[config.mk]
export PLATFORM = sky130hd
export DESIGN_NAME = path_resource_id_crc32_flat
export DESIGN_NICKNAME = d
export VERILOG_FILES = /design/src/hw/rtl/prid_pkg.sv /design/src/hw/rtl/prid_in_if.sv /design/src/hw/rtl/prid_out_if.sv /design/src/hw/rtl/prid_tracker.sv /design/src/hw/rtl/path_resource_id_crc32.sv /design/src/flat_wrapper.sv
export SDC_FILE = /design/constraint.sdc
export NUM_CORES = 1
export LEC_CHECK = 0
export ABC_CLOCK_PERIOD_IN_PS = 4070
export BUFFER_PORTS_ARGS = -buffer_cell sky130_fd_sc_hd__buf_2
export CAP_MARGIN = 5
export CORE_MARGIN = 5
export CORE_UTILIZATION = 55
export DETAILED_ROUTE_END_ITERATION = 8
export MAX_ROUTING_LAYER = met4
export PLACE_DENSITY = 0.74
export RECOVER_POWER = 100
export SLEW_MARGIN = 15
export SYNTH_ARGS = -nofsm -noshare
export SYNTH_HDL_FRONTEND = slang
export SYNTH_SLANG_ARGS = --single-unit
[constraint.sdc]
create_clock -name clk_i -period 4.07 [get_ports clk_i]
set_input_delay 0.6105 -clock clk_i [delete_from_list [all_inputs] [get_ports clk_i]]
set_output_delay 0.6105 -clock clk_i [all_outputs]
set_load 0.005 [all_outputs]
[src/hw/rtl/prid_pkg.sv]
// Package for the path resource-ID block: beat and result types, character
// codes, byte normalization and the byte-wide reflected CRC-32 update.
// No dependencies.
`timescale 1ns / 1ps

package prid_pkg;

  localparam logic [31:0] CrcPoly     = 32'hEDB8_8320;
  localparam logic [7:0]  SepChar     = 8'h5C;  // backslash
  localparam logic [7:0]  AltSepChar  = 8'h2F;  // forward slash
  localparam logic [7:0]  DotChar     = 8'h2E;
  localparam logic [7:0]  UpperFirst  = 8'h41;
  localparam logic [7:0]  UpperLast   = 8'h5A;
  localparam logic [7:0]  CaseOffset  = 8'h20;
  localparam logic [2:0]  ExtMaxBytes = 3'd4;

  typedef struct packed {
    logic [7:0] path_byte;
    logic       end_of_path;
  } beat_t;

  typedef struct packed {
    logic [31:0] dir_hash;
    logic [31:0] name_hash;
    logic [31:0] ext_code;
  } result_t;

  function automatic logic [7:0] norm_byte(input logic [7:0] b);
    logic [7:0] r;
    r = b;
    if (b >= UpperFirst && b <= UpperLast) begin
      r = b + CaseOffset;
    end else if (b == AltSepChar) begin
      r = SepChar;
    end
    return r;
  endfunction

  // One byte through the reflected CRC: eight shift-and-xor steps on the
  // low byte, then combine with the upper bits of the old value.
  function automatic logic [31:0] crc_byte(input logic [31:0] crc, input logic [7:0] b);
    logic [31:0] v;
    v = {24'd0, crc[7:0] ^ b};
    for (int k = 0; k < 8; k++) begin
      v = v[0] ? (CrcPoly ^ (v >> 1)) : (v >> 1);
    end
    return v ^ (crc >> 8);
  endfunction

endpackage

[src/hw/rtl/prid_in_if.sv]
// Input channel of the path resource-ID block: one path byte per beat.
// Standalone; no package dependency.
`timescale 1ns / 1ps

interface prid_in_if;
  logic       valid;
  logic       ready;
  logic [7:0] path_byte;
  logic       end_of_path;

  modport source (output valid, output path_byte, output end_of_path, input ready);
  modport sink   (input valid, input path_byte, input end_of_path, output ready);
endinterface

[src/hw/rtl/prid_out_if.sv]
// Output channel of the path resource-ID block: one result beat per path.
// Standalone; no package dependency.
`timescale 1ns / 1ps

interface prid_out_if;
  logic        valid;
  logic        ready;
  logic [31:0] dir_hash;
  logic [31:0] name_hash;
  logic [31:0] ext_code;

  modport source (output valid, output dir_hash, output name_hash, output ext_code,
                  input ready);
  modport sink   (input valid, input dir_hash, input name_hash, input ext_code,
                  output ready);
endinterface

[src/hw/rtl/prid_tracker.sv]
// Per-path state of the resource-ID block: running CRCs, separator and dot
// snapshots, and extension packing. Depends on prid_pkg.
`timescale 1ns / 1ps

module prid_tracker (
  input  logic             clk_i,
  input  logic             rst_ni,
  input  logic             step_i,
  input  prid_pkg::beat_t  beat_i,
  output prid_pkg::result_t result_o
);

  logic [31:0] whole_q, whole_d;
  logic [31:0] dir_q, dir_d;
  logic [31:0] seg_q, seg_d;
  logic [31:0] stem_q, stem_d;
  logic [31:0] ext_q, ext_d;
  logic [2:0]  cnt_q, cnt_d;
  logic        dot_q, dot_d;
  logic [7:0]  nb;

  always_comb begin
    nb      = prid_pkg::norm_byte(beat_i.path_byte);
    whole_d = prid_pkg::crc_byte(whole_q, nb);
    dir_d   = dir_q;
    seg_d   = seg_q;
    stem_d  = stem_q;
    ext_d   = ext_q;
    cnt_d   = cnt_q;
    dot_d   = dot_q;
    if (nb == prid_pkg::SepChar) begin
      dir_d = whole_q;
      seg_d = '0;
      dot_d = 1'b0;
      ext_d = '0;
      cnt_d = '0;
    end else begin
      if (nb == prid_pkg::DotChar) begin
        stem_d = seg_q;
        dot_d  = 1'b1;
        ext_d  = '0;
        cnt_d  = '0;
      end else if (dot_q && cnt_q < prid_pkg::ExtMaxBytes) begin
        ext_d = ext_q | ({24'd0, nb} << {cnt_q[1:0], 3'b000});
        cnt_d = cnt_q + 3'd1;
      end
      seg_d = prid_pkg::crc_byte(seg_q, nb);
    end
    result_o.dir_hash  = dir_d;
    result_o.name_hash = dot_d ? stem_d : seg_d;
    result_o.ext_code  = dot_d ? ext_d : 32'd0;
  end

  // The final byte of a path leaves every register cleared for the next one.
  always_ff @(posedge clk_i or negedge rst_ni) begin
    if (!rst_ni) begin
      whole_q <= '0;
      dir_q   <= '0;
      seg_q   <= '0;
      stem_q  <= '0;
      ext_q   <= '0;
      cnt_q   <= '0;
      dot_q   <= 1'b0;
    end else if (step_i && beat_i.end_of_path) begin
      whole_q <= '0;
      dir_q   <= '0;
      seg_q   <= '0;
      stem_q  <= '0;
      ext_q   <= '0;
      cnt_q   <= '0;
      dot_q   <= 1'b0;
    end else if (step_i) begin
      whole_q <= whole_d;
      dir_q   <= dir_d;
      seg_q   <= seg_d;
      stem_q  <= stem_d;
      ext_q   <= ext_d;
      cnt_q   <= cnt_d;
      dot_q   <= dot_d;
    end
  end

endmodule

[src/hw/rtl/path_resource_id_crc32.sv]
// Top level of the path resource-ID block: input register, tracker and
// result register. Depends on prid_pkg, prid_in_if, prid_out_if, prid_tracker.
`timescale 1ns / 1ps

//  channel | dir | beat contents                       | when
//  in_i    | in  | path_byte, end_of_path              | one beat per path byte
//  out_o   | out | dir_hash, name_hash, ext_code       | one beat per path
//
// One byte per cycle while the input is not stalled; a result is offered after the final byte
// passes through the input register into the result register, unless an earlier result still waits there.
// The byte CRC update between the input register and the state sets the cycle.
// rst_ni clears all path state and both valid flags at once.
// Non-final bytes never wait on the output; a final byte waits in the input
// register only while an earlier result is still held and not taken.

module path_resource_id_crc32 (
  input  logic       clk_i,
  input  logic       rst_ni,
  prid_in_if.sink    in_i,
  prid_out_if.source out_o
);

  prid_pkg::beat_t   s1_q;
  logic              s1_valid_q;
  prid_pkg::result_t res_q;
  prid_pkg::result_t res_d;
  logic              res_valid_q;
  logic              res_free;
  logic              s1_adv;
  logic              in_acc;

  assign res_free    = !res_valid_q || out_o.ready;
  assign s1_adv      = s1_valid_q && (!s1_q.end_of_path || res_free);
  assign in_i.ready  = !s1_valid_q || s1_adv;
  assign in_acc      = in_i.valid && in_i.ready;

  always_ff @(posedge clk_i or negedge rst_ni) begin
    if (!rst_ni) begin
      s1_valid_q <= 1'b0;
    end else begin
      s1_valid_q <= in_acc || (s1_valid_q && !s1_adv);
    end
  end

  always_ff @(posedge clk_i) begin
    if (in_acc) begin
      s1_q.path_byte   <= in_i.path_byte;
      s1_q.end_of_path <= in_i.end_of_path;
    end
  end

  prid_tracker u_tracker (
    .clk_i    (clk_i),
    .rst_ni   (rst_ni),
    .step_i   (s1_adv),
    .beat_i   (s1_q),
    .result_o (res_d)
  );

  always_ff @(posedge clk_i or negedge rst_ni) begin
    if (!rst_ni) begin
      res_valid_q <= 1'b0;
    end else if (s1_adv && s1_q.end_of_path) begin
      res_valid_q <= 1'b1;
    end else if (out_o.ready) begin
      res_valid_q <= 1'b0;
    end
  end

  always_ff @(posedge clk_i) begin
    if (s1_adv && s1_q.end_of_path) begin
      res_q <= res_d;
    end
  end

  assign out_o.valid     = res_valid_q;
  assign out_o.dir_hash  = res_q.dir_hash;
  assign out_o.name_hash = res_q.name_hash;
  assign out_o.ext_code  = res_q.ext_code;

`ifndef ASSERT_OFF
  // An empty result register never holds off the input.
  a_ready_when_free: assert property (@(posedge clk_i) disable iff (!rst_ni)
    !res_valid_q |-> in_i.ready)
    else $error("input stalled while result register empty");

  // A held byte stalls only behind a waiting result.
  a_stall_cause: assert property (@(posedge clk_i) disable iff (!rst_ni)
    (s1_valid_q && !s1_adv) |-> (res_valid_q && !out_o.ready && s1_q.end_of_path))
    else $error("input register stalled without a blocked result");

  // A new result is loaded only from a final byte.
  a_result_from_last: assert property (@(posedge clk_i) disable iff (!rst_ni)
    (s1_adv && !s1_q.end_of_path) |=> (res_valid_q == ($past(res_valid_q) &&
                                                     !$past(out_o.ready))))
    else $error("result changed on a non-final byte");
`endif

endmodule
[src/flat_wrapper.sv]
// flat-port wrapper written by rule: the top's interface ports become plain ports
module path_resource_id_crc32_flat 
  (clk_i, rst_ni, in_i_valid, in_i_path_byte, in_i_end_of_path, in_i_ready, out_o_valid, out_o_dir_hash, out_o_name_hash, out_o_ext_code, out_o_ready);
  prid_in_if in_i_i ();
  prid_out_if out_o_i ();
  input  logic clk_i;
  input  logic rst_ni;
  input wire logic [$bits(in_i_i.valid)-1:0] in_i_valid;
  input wire logic [$bits(in_i_i.path_byte)-1:0] in_i_path_byte;
  input wire logic [$bits(in_i_i.end_of_path)-1:0] in_i_end_of_path;
  output wire logic [$bits(in_i_i.ready)-1:0] in_i_ready;
  output wire logic [$bits(out_o_i.valid)-1:0] out_o_valid;
  output wire logic [$bits(out_o_i.dir_hash)-1:0] out_o_dir_hash;
  output wire logic [$bits(out_o_i.name_hash)-1:0] out_o_name_hash;
  output wire logic [$bits(out_o_i.ext_code)-1:0] out_o_ext_code;
  input wire logic [$bits(out_o_i.ready)-1:0] out_o_ready;
  assign in_i_i.valid = in_i_valid;
  assign in_i_i.path_byte = in_i_path_byte;
  assign in_i_i.end_of_path = in_i_end_of_path;
  assign in_i_ready = in_i_i.ready;
  assign out_o_valid = out_o_i.valid;
  assign out_o_dir_hash = out_o_i.dir_hash;
  assign out_o_name_hash = out_o_i.name_hash;
  assign out_o_ext_code = out_o_i.ext_code;
  assign out_o_i.ready = out_o_ready;
  path_resource_id_crc32 u_core (.clk_i(clk_i), .rst_ni(rst_ni), .in_i(in_i_i), .out_o(out_o_i));
endmodule
# --- After elaboration in Yosys (flattened, before gate mapping) ---
# Cells that the tools add are included.
totals:
  ff_bits: 271
  latchBits: 0
  ramBits: 0
  out_inout_bits: 98
  memories: 0
  wordCells: 109
  input_bits: 13
  rom_bits: 0
op_classes:
  n_reduce_logical: 18
  eq_ne: 3
  bitwise: 21
  div_mod_pow: 0
  shifts: 1
  add_sub_neg: 2
  n_mux: 47
  n_mul: 0
  magnitude_cmp: 3
op_table:
  columns: ["operator", "n"]
  rows:
  - ["$mux W32", 34]
  - ["$not A13 Y14", 14]
  - ["$xor A32 B24 Y32", 2]
  - ["$or A32 B32 Y32", 1]
  - ["$shl A8 B5 Y32", 1]
  - ["$not A1 Y14", 2]
  - ["$eq A8 B6 Y1 const B", 2]
  - ["$mux W8", 2]
  - ["$xor A8 B8 Y8", 2]
  - ["$mux W3", 5]
  - ["$add A8 B6 Y8 const B", 1]
  - ["$eq A8 B7 Y1 const B", 1]
  - ["$ge A8 B7 Y1 const B", 1]
  - ["$le A8 B7 Y1 const B", 1]
  - ["$logic_and A1 B1 Y1", 6]
  - ["$mux W1", 6]
  - ["$logic_not A1 Y1", 4]
  - ["$logic_or A1 B1 Y1", 4]
  - ["$reduce_bool A2 Y1", 2]
  - ["$reduce_bool A4 Y1", 1]
  - ["$add A3 B1 Y3 const B", 1]
  - ["$lt A3 B3 Y1 const B", 1]
  - ["$reduce_and A2 Y1", 1]

# --- Logic depth before layout (Yosys ltp) ---
# Gate-level depths: netlist of run 1.
logic_depth:
  ltp_word: 24
  ltp_mapped: 11
  mapped_depth_nobuf: 9

# --- Cells and area by module ---
# Synthesis of run 1 repeated with hierarchy kept, for this count alone.
hier_totals:
  hier_cells: 1075
  hier_area_um2: 12662.1
modules_own_cells:
  columns: ["module", "seq_area_each_um2", "cells_per_inst", "n_inst", "area_each_um2"]
  rows:
  - ["prid_tracker", 4103.9, 960, 1, 9387.8]
  - ["path_resource_id_crc32", 3203.1, 115, 1, 3274.4]

# --- Worst setup path after synthesis of run 1 ---
# OpenSTA, ideal clock, no wires.
synth_path:
  kind: "input to register"
  from: "in out_o_ready"
  to: "reg u_core.res_q (netlist bit u_core.out_o.dir_hash[0]) (enable)"
  t_required_ns: 3.620
  setup_ns: 0.450
  slack_ns: 0.610
  n_path_buf: 1
  t_arrival_ns: 3.010
  path_stages: 5
  path_cell_list: "nand3b_1 -> and2_1 -> clkbuf_1 -> nand2_1 -> inv_1"
synth_between:
  elab_chain_cells: 4
synth_lines:
  columns: ["item", "line", "source"]
  rows:
  - ["from (decl)", "flat_wrapper.sv:16", "input wire logic [$bits(out_o_i.ready)-1:0] out_o_ready;"]
  - ["$logic_or A1 B1 Y1", "path_resource_id_crc32.sv:32", "assign res_free = !res_valid_q || out_o.ready;"]
  - ["$logic_or A1 B1 Y1", "path_resource_id_crc32.sv:33", "assign s1_adv = s1_valid_q && (!s1_q.end_of_path || res_free);"]
  - ["$logic_and A1 B1 Y1", "path_resource_id_crc32.sv:33", null]
  - ["$logic_and A1 B1 Y1", "path_resource_id_crc32.sv:71", "if (s1_adv && s1_q.end_of_path) begin"]
  - ["to (signal assigned)", "path_resource_id_crc32.sv:72", "res_q <= res_d;"]
  - ["to (decl)", "path_resource_id_crc32.sv:25", "prid_pkg::result_t res_q;"]
# Every way passes these cells.
# A chain may end at the register's enable or synchronous reset.

# --- Worst setup path after layout of run 1 ---
layout_path:
  from: "reg u_core.s1_q[4] (netlist bit)"
  to: "reg u_core.u_tracker.whole_q[24]"
layout_between:
  elab_chain_cells: 20
  elab_cells_between_ends: 24
  classes_between: "1 x add/sub; 2 x order compare; 1 x eq/ne; 12 x mux; 7 x bitwise; 1 x reduce/logical"
layout_lines:
  columns: ["item", "line", "source"]
  rows:
  - ["from (decl)", "path_resource_id_crc32.sv:23", "prid_pkg::beat_t s1_q;"]
  - ["$ge A8 B7 Y1, or another cell as far along", "prid_pkg.sv:31", "if (b >= UpperFirst && b <= UpperLast) begin"]
  - ["$logic_and A1 B1 Y1 or $mux W8 (tied branches)", "prid_pkg.sv:31, prid_pkg.sv:33", null]
  - ["$mux W8 (*)", "prid_pkg.sv:31", null]
  - ["$xor A8 B8 Y8 (*)", "prid_pkg.sv:43", "v = {24'd0, crc[7:0] ^ b};"]
  - ["$mux W32 (*)", "prid_pkg.sv:45", "v = v[0] ? (CrcPoly ^ (v >> 1)) : (v >> 1);"]
  - ["$not A13 Y14 (no line)", null, null]
  - ["$mux W32 (*)", "prid_pkg.sv:45", null]
  - ["$not A13 Y14 (no line)", null, null]
  - ["[3 not listed]", null, null]
  - ["$mux W32 (*)", "prid_pkg.sv:45", null]
  - ["$not A13 Y14 (no line)", null, null]
  - ["$mux W32 (*) (2 in a row)", "prid_pkg.sv:45", null]
  - ["$not A13 Y14 (no line)", null, null]
  - ["$mux W32 (*)", "prid_pkg.sv:45", null]
  - ["$xor A32 B24 Y32 (*)", "prid_pkg.sv:47", "return v ^ (crc >> 8);"]
  - ["$mux W32 (*)", "prid_tracker.sv:72", "end else if (step_i) begin"]
  - ["$mux W32 (*)", "prid_tracker.sv:64", "end else if (step_i && beat_i.end_of_path) begin"]
  - ["to (signal assigned)", "prid_tracker.sv:73", "whole_q <= whole_d;"]
  - ["to (decl)", "prid_tracker.sv:13", "logic [31:0] whole_q, whole_d;"]
# Every way passes the cells marked *; elsewhere a longest branch is shown, timed or not. The select of a mux whose other input is x is not followed.

==> flow_metrics.env, run 1 <==
export IMPL_worst_pin_slew_ns=2.22
export IMPL_synth_async_reset_ratio=0.613
export IMPL_grt_pass1_vias=9187
export IMPL_syn_area_um2=12700
export IMPL_cts_max_level=1
export IMPL_num_vias=9518
export IMPL_ff2ff_path_depth=8
export IMPL_critPathArrivalTime_ns=4.07
export IMPL_clock_latency_ns=0.54
export IMPL_areaGrowthSynthToFinish_pct=12.7
export IMPL_rows=55
export IMPL_hold_class="in2reg"
export IMPL_seqPwrFrac=0.359
export IMPL_period_share=0.901
export IMPL_synth_area_leaders="dfrtp_1 33%, edfxtp_1 25%, nand2_1 6.4%"
export IMPL_cts_hold_buffers_added=0
export IMPL_fin_crit_ns=3.67
export IMPL_min_from="in_i_path_byte[7]"
export IMPL_critPathCaptureType="flop"
export IMPL_grt_pass1_wl_um=52400
export IMPL_cp_startpoint="u_core.s1_q[4]"
export IMPL_total_leakage_power_nw=5.96
export IMPL_diodes=0
export IMPL_synth_top_area_frac=0.327
export IMPL_status="finished with violations"
export IMPL_clock_power_share=0.220
export IMPL_whs_ns=0.249
export IMPL_gp_congestion=0.906
export IMPL_dieArea_um2=26200
export IMPL_path_max_fanout=12
export IMPL_coreArea_um2=22700
export IMPL_worstSetupStartpointType="flop"
export IMPL_grt_overflow_total=0
export IMPL_ant_nets=0
export IMPL_antenna_found_initial=0
export IMPL_fp_dieW_um=162
export IMPL_min_to="u_core.s1_q[8]"
export IMPL_slew_headroom=-0.478
export IMPL_yosysWarnings=0
export IMPL_synth_compound_area_frac=0.154
export IMPL_cts_tree="built"
export IMPL_grtUsageTotal=0.255
export IMPL_ys_ff_latch=271
export IMPL_p_comb_frac=0.421
export IMPL_synthSimpleGateAreaFrac=0.117
export IMPL_avgRoutedWirePerCell_um=20.8
export IMPL_total_power_w=0.0113
export IMPL_hold_depth=1
export IMPL_synth_edf_count=105
export IMPL_ys_types=68
export IMPL_drt_pass1_iterations=5
export IMPL_drive_gt1_frac=0.105
export IMPL_start_util=0.559
export IMPL_muxShareOfSynthArea=0.0145
export IMPL_maxSlewViolCount=213
export IMPL_hold_viol=0
export IMPL_vias_per_cell=6.04
export IMPL_seq_area_frac_synth=0.575
export IMPL_clk_pin_slew_ns=0.06
export IMPL_timing_rr_end="u_core.u_tracker.whole_q[24]"
export IMPL_yosysMostFrequentCell="nand2_1"
export IMPL_final_nets=1284
export IMPL_dr_first_iter_drc_count=1181
export IMPL_synth_nets=1189
export IMPL_fp_dieH_um=162
export IMPL_yosysTopAreaCell="dfrtp_1"
export IMPL_ir_drop_uv=500
export IMPL_maxCapViolCount=5
export IMPL_rsz0062_at_grt="no"
export IMPL_worst_r2r_setup_slack_ns=0.40
export IMPL_switchingPower_w=0.00412
export IMPL_power_switching_share=0.363
export IMPL_finalSetupViolations=0
export IMPL_tns_ns=0
export IMPL_critical_path_class="reg2reg"
export IMPL_fin_util=0.631
export IMPL_io_pins=111
export IMPL_cp_required_ns=4.47
export IMPL_internal_power_w=0.00722
export IMPL_cts_path_max_buffers=3
export IMPL_powerDensity_nw_per_um2=792
export IMPL_skew_ns=0.0150
export IMPL_avgSynthCellArea_um2=10.8
export IMPL_timing_fmax_mhz=273
export IMPL_place_hpwl_um=21200
export IMPL_grt_max_degree=82
export IMPL_port_buffers=110
export IMPL_numCtsBuffers=28
export IMPL_drc=0
export IMPL_routed_wl_um=32700
export IMPL_synthCells=1174
export IMPL_cts_root_buf="clkbuf_16"
export IMPL_violations="capacitance limit, slew limit"
export IMPL_post_cts_repair_setup_buffers=0
export IMPL_synth_main_ff_cell="dfrtp_1"
export IMPL_synthTopCellsByCount="215 x nand2_1, 166 x dfrtp_1, 105 x edfxtp_1"
export IMPL_synth_top_family_by_area="compound AO/OA/AOI/OAI gates"
export IMPL_cts_sinks=271
export IMPL_cts_resized=0
export IMPL_reg2reg_from="u_core.s1_q[4]"
export IMPL_synthAdderAreaFrac=0.00197
export IMPL_synth_xor_area_share=0.110
power groups by stage:
stage | registers, W | clock network, W | logic [W]
after floorplan | 0.00392 | 0 | 0.00367
after global placement | 0.00409 | 0 | 0.00466
after detailed placement | 0.00409 | 0 | 0.00476
after CTS | 0.00405 | 0.00254 | 0.00481
after global routing | 0.00412 | 0.00266 | 0.00519
final | 0.00407 | 0.00249 | 0.00477
through the flow:
step	cells	setup WS (ns)	cell area [um^2]
after global placement	1524	0.828	13600
after global routing	1575	0.203	14300
after CTS	1575	0.601	14500
after detailed placement	1524	0.650	13600
after floorplan	1174	0.610	12700
final	1575	0.403	14300
critical path, stage by stage (launching register included):
cell	delay, ns
edfxtp_1	0.73
nor4_1	0.17
o2bb2ai_1	0.22
o21ai_1	0.93
xor3_1	0.65
xor2_1	0.26
xnor2_1	0.31
xor2_1	0.17
o21ai_0	0.09
worst max-delay path by stage:
stage / end / slack (ns) / cells after the start
floorplan: u_core.out_o.dir_hash[0] / 0.61 / 5
global placement: u_core.out_o.name_hash[8] / 0.83 / 8
detailed placement: u_core.out_o.name_hash[8] / 0.65 / 8
CTS: u_core.out_o.name_hash[8] / 0.60 / 8
global route: u_core.u_tracker.whole_q[23] / 0.20 / 8
finish: u_core.u_tracker.whole_q[24] / 0.40 / 8
metal layers:
layer / wire length, um / vias to the layer above / track usage
li1: - / 4295 / -
met1: 14000 / 4661 / 0.369
met2: 15200 / 483 / 0.378
met3: 2390 / 79 / 0.0370
met4: 1030 / 0 / 0.0823
met5: 0 / - / -
sequential cells by signal (all words and copies together) (netlist names), 3 cells and up:
register	flops
u_core.out_o.dir_hash	32
u_core.out_o.ext_code	32
u_core.out_o.name_hash	32
u_core.u_tracker.dir_q	32
u_core.u_tracker.ext_q	32
u_core.u_tracker.seg_q	32
u_core.u_tracker.stem_q	32
u_core.u_tracker.whole_q	32
u_core.s1_q	9
u_core.u_tracker.cnt_q	3
kinds of logic after synthesis:
logic type	after synthesis
buf+inv	84
xor+xnor	137
flops	271
simple gates	355
fa+ha+maj	2
compound gates	307
mux	18
final cells by class:
cell class / count / area (um^2)
timing repair buffer: 141 / 691
inverter: 8 / 30.0
sequential: 271 / 7310
clock buffer: 43 / 798
fill: 1813 / 8390
tap: 285 / 357
clock inverter: 8 / 92.6
multi-input combinational: 819 / 5040
layout by cell type, fill, tap and decap left out, types with 3 or more instances in the layout:
cell type / count
xor2_1: 36
and3_1: 5
a22oi_1: 31
buf_2: 59
nand3_1: 4
nor2_1: 89
xnor3_1: 9
a22o_1: 50
inv_1: 7
xnor2_1: 86
o21ai_1: 5
edfxtp_1: 105
clkinv_2: 4
o31ai_1: 8
nor4b_1: 3
clkbuf_16: 29
and2_1: 5
buf_4: 18
nand3b_1: 5
xor3_1: 3
nor4_1: 3
nor3_1: 12
clkbuf_1: 72
clkbuf_2: 3
a21oi_1: 88
nor2b_1: 3
dfrtp_1: 166
nand2_1: 214
o22ai_1: 4
mux2i_1: 15
o21ai_0: 97
Power figures use the tool's default switching activity.
==> inputs of run 2 (changes only) <==
--- a/config.mk
+++ b/config.mk
@@ -9,10 +9,11 @@
 export BUFFER_PORTS_ARGS = -buffer_cell sky130_fd_sc_hd__buf_2
 export CAP_MARGIN = 5
 export CORE_MARGIN = 5
-export CORE_UTILIZATION = 55
+export CORE_UTILIZATION = 50
 export DETAILED_ROUTE_END_ITERATION = 8
+export HOLD_SLACK_MARGIN = 0.12
 export MAX_ROUTING_LAYER = met4
-export PLACE_DENSITY = 0.74
+export PLACE_DENSITY = 0.69
 export RECOVER_POWER = 100
 export SLEW_MARGIN = 15
 export SYNTH_ARGS = -nofsm -noshare
==> run 2 against run 1 <==
Net effect: the flow still finishes with violations (capacitance limit, slew limit); critical path type unchanged; clock power grew 12%; flip-flop and latch count did not move; core utilization decreased by 5.4 points; final area rose by 1.1%; cell count up 2.9%.
==> flow_metrics.env, run 2 (synthesized netlist as in run 1, its figures left out) <==
export IMPL_skew_ns=0.00719
export IMPL_io_pins=111
export IMPL_grt_pass1_wl_um=51400
export IMPL_grt_pass1_vias=8929
export IMPL_post_cts_repair_setup_buffers=0
export IMPL_gp_congestion=0.874
export IMPL_maxSlewViolCount=131
export IMPL_clock_latency_ns=0.54
export IMPL_final_nets=1282
export IMPL_min_from="in_i_end_of_path"
export IMPL_num_vias=9362
export IMPL_areaGrowthSynthToFinish_pct=13.9
export IMPL_violations="capacitance limit, slew limit"
export IMPL_hold_class="in2reg"
export IMPL_stdcell_area_um2=14500
export IMPL_hold_viol=0
export IMPL_rows=58
export IMPL_critical_path_class="reg2reg"
export IMPL_cts_path_max_buffers=3
export IMPL_grt_max_degree=91
export IMPL_maxCapViolCount=2
export IMPL_port_buffers=110
export IMPL_ff2ff_path_depth=9
export IMPL_avgRoutedWirePerCell_um=19.9
export IMPL_antenna_found_initial=0
export IMPL_clk_pin_slew_ns=0.06
export IMPL_slew_headroom=-0.550
export IMPL_timing_fmax_mhz=273
export IMPL_cp_required_ns=4.48
export IMPL_cts_sinks=271
export IMPL_drt_pass1_iterations=5
export IMPL_nFillCells=2183
export IMPL_path_max_fanout=12
export IMPL_period_share=0.900
export IMPL_critPathCaptureType="flop"
export IMPL_dr_first_iter_drc_count=881
export IMPL_worstSetupStartpointType="flop"
export IMPL_place_hpwl_um=20700
export IMPL_coreArea_um2=25100
export IMPL_cts_root_buf="clkbuf_16"
export IMPL_total_leakage_power_nw=5.99
export IMPL_fp_dieH_um=169
export IMPL_drc=0
export IMPL_timing_rr_end="u_core.u_tracker.whole_q[20]"
export IMPL_final_common_cell="nand2_1"
export IMPL_grtUsageTotal=0.229
export IMPL_drive_gt1_frac=0.103
export IMPL_critPathArrivalTime_ns=4.08
export IMPL_cts_max_level=1
export IMPL_vias_per_cell=5.78
export IMPL_worst_pin_slew_ns=2.32
export IMPL_cts_hold_buffers_added=0
export IMPL_finalSetupViolations=0
export IMPL_cts_resized=0
export IMPL_powerDensity_nw_per_um2=802
export IMPL_ant_nets=0
export IMPL_fp_dieW_um=169
export IMPL_numCtsBuffers=29
export IMPL_tns_ns=0
export IMPL_cts_tree="built"
export IMPL_fin_crit_ns=3.66
export IMPL_place_area_um2=13600
export IMPL_min_to="u_core.s1_q[0]"
export IMPL_start_util=0.506
export IMPL_diodes=0
export IMPL_grt_overflow_total=0
export IMPL_most_common_layout_cells="214 x nand2_1, 166 x dfrtp_1, 105 x edfxtp_1"
export IMPL_status="finished with violations"
export IMPL_worst_r2r_setup_slack_ns=0.41
export IMPL_dieArea_um2=28700
export IMPL_reg2reg_from="u_core.s1_q[3]"
export IMPL_rsz0062_at_grt="no"
export IMPL_ir_drop_uv=375
export IMPL_hold_depth=1
export IMPL_routed_wl_um=32200
run 2: cell types whose count changed in the layout (fill, tap and decap cells not counted), moves of 2 or more:
cell	previous run	this run
buf_2	59	46
clkinv_2	4	8
bufinv_16	2	5
clkbuf_2	3	5
inv_6	0	2
run 2: stage by stage:
stage | util | setup slack, ns | hold slack [ns] | std cells | total power [W]
after floorplan | - | 0.610 | 0.315 | 1174 | 0.00759
after detailed placement | 0.543 | 0.676 | 0.481 | 1566 | 0.00888
after global placement | 0.543 | 0.751 | 0.466 | 1566 | 0.00882
after global routing | 0.576 | 0.221 | 0.222 | 1620 | 0.0123
final | 0.576 | 0.407 | 0.237 | 1620 | 0.0116
after CTS | 0.583 | 0.613 | 0.169 | 1620 | 0.0117
run 2: layout make-up:
class | count | area, um^2 | area share
sequential | 271 | 7310 | 0.505
multi-input combinational | 819 | 5040 | 0.349
clock buffer | 37 | 786 | 0.0543
timing repair buffer | 138 | 669 | 0.0463
tap | 330 | 413 | 0.0285
clock inverter | 17 | 219 | 0.0151
inverter | 8 | 32.5 | 0.00225
run 2: worst max path at each step:
stage          slack [ns]                           end  depth (start not counted)           start
3_3_place_gp         0.75    u_core.out_o.name_hash[23]                          7  u_core.s1_q[7]
6_report             0.41  u_core.u_tracker.whole_q[20]                          9  u_core.s1_q[3]
3_5_place_dp         0.68    u_core.out_o.name_hash[23]                          7  u_core.s1_q[7]
4_1_cts              0.61    u_core.out_o.name_hash[24]                          8  u_core.s1_q[3]
5_1_grt              0.22  u_core.u_tracker.whole_q[23]                          9  u_core.s1_q[4]
2_1_floorplan        0.61      u_core.out_o.dir_hash[0]                          5     out_o_ready
run 2: worst max-delay path: stages (launching register included):
cell	delay (ns)
edfxtp_1	0.65
nor4_1	0.46
o2bb2ai_1	0.27
o22a_1	0.32
clkbuf_1	0.48
xnor3_1	0.53
xor2_1	0.35
xnor2_1	0.23
xnor2_1	0.16
o21ai_0	0.09
run 2: power by group:
part / switching, W / internal, W / leakage (nW)
registers: 0.000505 / 0.00355 / 3.24
logic: 0.00257 / 0.00221 / 2.25
clock network: 0.00109 / 0.00168 / 0.498
run 2: layer usage:
| metal | vias up | global-route usage | share of wire |
|---|---|---|---|
| met5 | - | - | 0 |
| met4 | 0 | 0.0599 | 0.022 |
| met3 | 49 | 0.0282 | 0.064 |
| met2 | 329 | 0.347 | 0.47 |
| met1 | 4676 | 0.333 | 0.45 |
| li1 | 4308 | - | - |
==> inputs of run 3 (changes only) <==
--- a/config.mk
+++ b/config.mk
@@ -5,15 +5,15 @@
 export SDC_FILE = /design/constraint.sdc
 export NUM_CORES = 1
 export LEC_CHECK = 0
-export ABC_CLOCK_PERIOD_IN_PS = 4070
 export BUFFER_PORTS_ARGS = -buffer_cell sky130_fd_sc_hd__buf_2
 export CAP_MARGIN = 5
+export CELL_PAD_IN_SITES_DETAIL_PLACEMENT = 1
+export CELL_PAD_IN_SITES_GLOBAL_PLACEMENT = 1
 export CORE_MARGIN = 5
-export CORE_UTILIZATION = 50
+export CORE_UTILIZATION = 48
 export DETAILED_ROUTE_END_ITERATION = 8
 export HOLD_SLACK_MARGIN = 0.12
-export MAX_ROUTING_LAYER = met4
-export PLACE_DENSITY = 0.69
+export PLACE_DENSITY_LB_ADDON = 0.1
 export RECOVER_POWER = 100
 export SLEW_MARGIN = 15
 export SYNTH_ARGS = -nofsm -noshare
==> run 3 against run 2 <==
Net effect: the run still ends with capacitance limit, slew limit left; global-route usage increased by 1.4 points; sequential power increased by 1%; cell count increased by 0.56%; register-to-register slack got worse by 0.04 ns; sequential share of layout area about the same; hold slack got worse by 0.0090 ns; combinational power increased by 1%; critical path depth decreased by 1; total power increased by 0.19%; maximum frequency decreased by 1.1%; clock skew increased by 0.014 ns; critical path type unchanged; critical endpoint is now u_core.out_o.name_hash[8]; largest cell class unchanged; largest power group unchanged.
==> flow_metrics.env, run 3 (synthesized netlist as in run 1, its figures left out) <==
export IMPL_cp_required_ns=4.38
export IMPL_seqPwrFrac=0.352
export IMPL_clock_power_share=0.232
export IMPL_violations="capacitance limit, slew limit"
export IMPL_drt_pass1_iterations=5
export IMPL_internal_power_w=0.00733
export IMPL_path_buf_inv=1
export IMPL_path_cells="clkbuf_1 > a41oi_4 > xnor2_1 > o21ai_0 > nand2_4 > xnor2_1 > mux2_1 > mux2_2"
export IMPL_final_nets=1285
export IMPL_total_leakage_power_nw=5.95
export IMPL_rows=59
export IMPL_cp_startpoint="u_core.s1_q[3]"
export IMPL_switchingPower_w=0.00430
export IMPL_drc=0
export IMPL_tns_ns=0
export IMPL_areaGrowthSynthToFinish_pct=13.9
export IMPL_maxSlewViolCount=151
export IMPL_grt_max_degree=106
export IMPL_crit_cells=8
export IMPL_critical_path_class="reg2reg"
export IMPL_routed_wl_um=37100
export IMPL_status="finished with violations"
export IMPL_grtUsageMet2=0.411
export IMPL_p_comb_frac=0.416
export IMPL_dr_first_iter_drc_count=812
export IMPL_skew_ns=0.0208
export IMPL_cts_tree="built"
export IMPL_grt_pass1_vias=10100
export IMPL_cts_resized=0
export IMPL_critPathArrivalTime_ns=4.01
export IMPL_diodes=0
export IMPL_clock_latency_ns=0.56
export IMPL_slowest_stage="xnor2_1"
export IMPL_total_power_w=0.0116
export IMPL_slew_headroom=-0.916
export IMPL_cts_sinks=271
export IMPL_timing_fmax_mhz=270
export IMPL_gr_usage_met1=0.339
export IMPL_fin_ws_ns=0.367
export IMPL_hold_depth=1
export IMPL_grtUsageTotal=0.243
export IMPL_grt_busiest_layer="met2"
export IMPL_numCtsBuffers=30
export IMPL_drive_gt1_frac=0.0958
export IMPL_critPathCaptureType="flop"
export IMPL_ff2ff_path_depth=8
export IMPL_hold_viol=0
export IMPL_vias_per_cell=5.85
export IMPL_num_vias=9523
export IMPL_fin_cells=1629
export IMPL_fin_util=0.555
export IMPL_power_switching_share=0.370
export IMPL_worst_pin_slew_ns=2.87
export IMPL_port_buffers=110
export IMPL_worstSetupStartpointType="flop"
export IMPL_gr_usage_met3=0.0347
export IMPL_crit_top_cell="xnor2_1"
export IMPL_period_share=0.910
export IMPL_dp_cells=1573
export IMPL_cts_hold_buffers_added=0
export IMPL_final_common_cell="nand2_1"
export IMPL_clk_pin_slew_ns=0.06
export IMPL_fp_dieW_um=173
export IMPL_critPathMaxStageDelay_ns=0.61
export IMPL_most_common_layout_cells="214 x nand2_1, 166 x dfrtp_1, 105 x edfxtp_1"
export IMPL_preCtsSetupSlack_ns=0.515
export IMPL_coreArea_um2=26100
export IMPL_antenna_found_initial=0
export IMPL_gp_congestion=0.842
export IMPL_place_hpwl_um=24100
export IMPL_avgRoutedWirePerCell_um=22.8
export IMPL_ir_drop_uv=470
export IMPL_fp_dieH_um=173
export IMPL_hold_class="in2reg"
export IMPL_path_max_fanout=9
export IMPL_start_util=0.487
export IMPL_fin_crit_ns=3.70
export IMPL_reg2reg_from="u_core.s1_q[3]"
export IMPL_cts_path_max_buffers=3
export IMPL_critPathTopFamily="compound AO/OA/AOI/OAI gates"
export IMPL_rsz0062_at_grt="no"
export IMPL_powerDensity_nw_per_um2=804
export IMPL_grt_overflow_total=0
export IMPL_post_cts_repair_setup_buffers=0
export IMPL_grt_pass1_wl_um=59000
export IMPL_dieArea_um2=29800
export IMPL_cts_root_buf="clkbuf_16"
export IMPL_maxCapViolCount=2
export IMPL_finalSetupViolations=0
export IMPL_ant_nets=0
export IMPL_io_pins=111
export IMPL_min_from="in_i_end_of_path"
export IMPL_cts_max_level=1
[run 3: path summary, 6_finish.rpt]
path,to,slack (ns)
max,u_core.out_o.name_hash[8],0.37
min,u_core.s1_q[0],0.23
max reg2reg,u_core.out_o.name_hash[8],0.37
min reg2reg,u_core.u_tracker.stem_q[7],0.49
max in group asynchronous,u_core.u_tracker.whole_q[13],0.83
min in group asynchronous,u_core.u_tracker.dir_q[28],0.96
[run 3: power by group through the flow]
stage	clock, W	sequential (W)	combinational, W
global placement	0	0.00411	0.00474
finish	0.00269	0.00409	0.00484
detailed placement	0	0.00413	0.00491
CTS	0.00273	0.00408	0.00496
floorplan	0	0.00392	0.00367
global route	0.00286	0.00414	0.00532
[run 3: cell type report]
cell class / count / area [um^2]
clock buffer: 47 / 906
inverter: 8 / 30.0
multi-input combinational: 819 / 5060
clock inverter: 9 / 75.1
sequential: 271 / 7310
fill: 2847 / 11600
timing repair buffer: 140 / 669
tap: 335 / 419
[run 3: metrics by stage]
step,instance area [um^2],hold WS (ns)
after global placement,13600,0.470
after CTS,14600,0.209
after global routing,14500,0.216
after floorplan,12700,0.315
after detailed placement,13600,0.485
final,14500,0.228
[run 3: routing by layer]
metal  wire length (um)  part of all wire
met1              16300              0.44
met2              18300              0.49
met3               1810             0.049
met4                779             0.021
met5                  0                 0
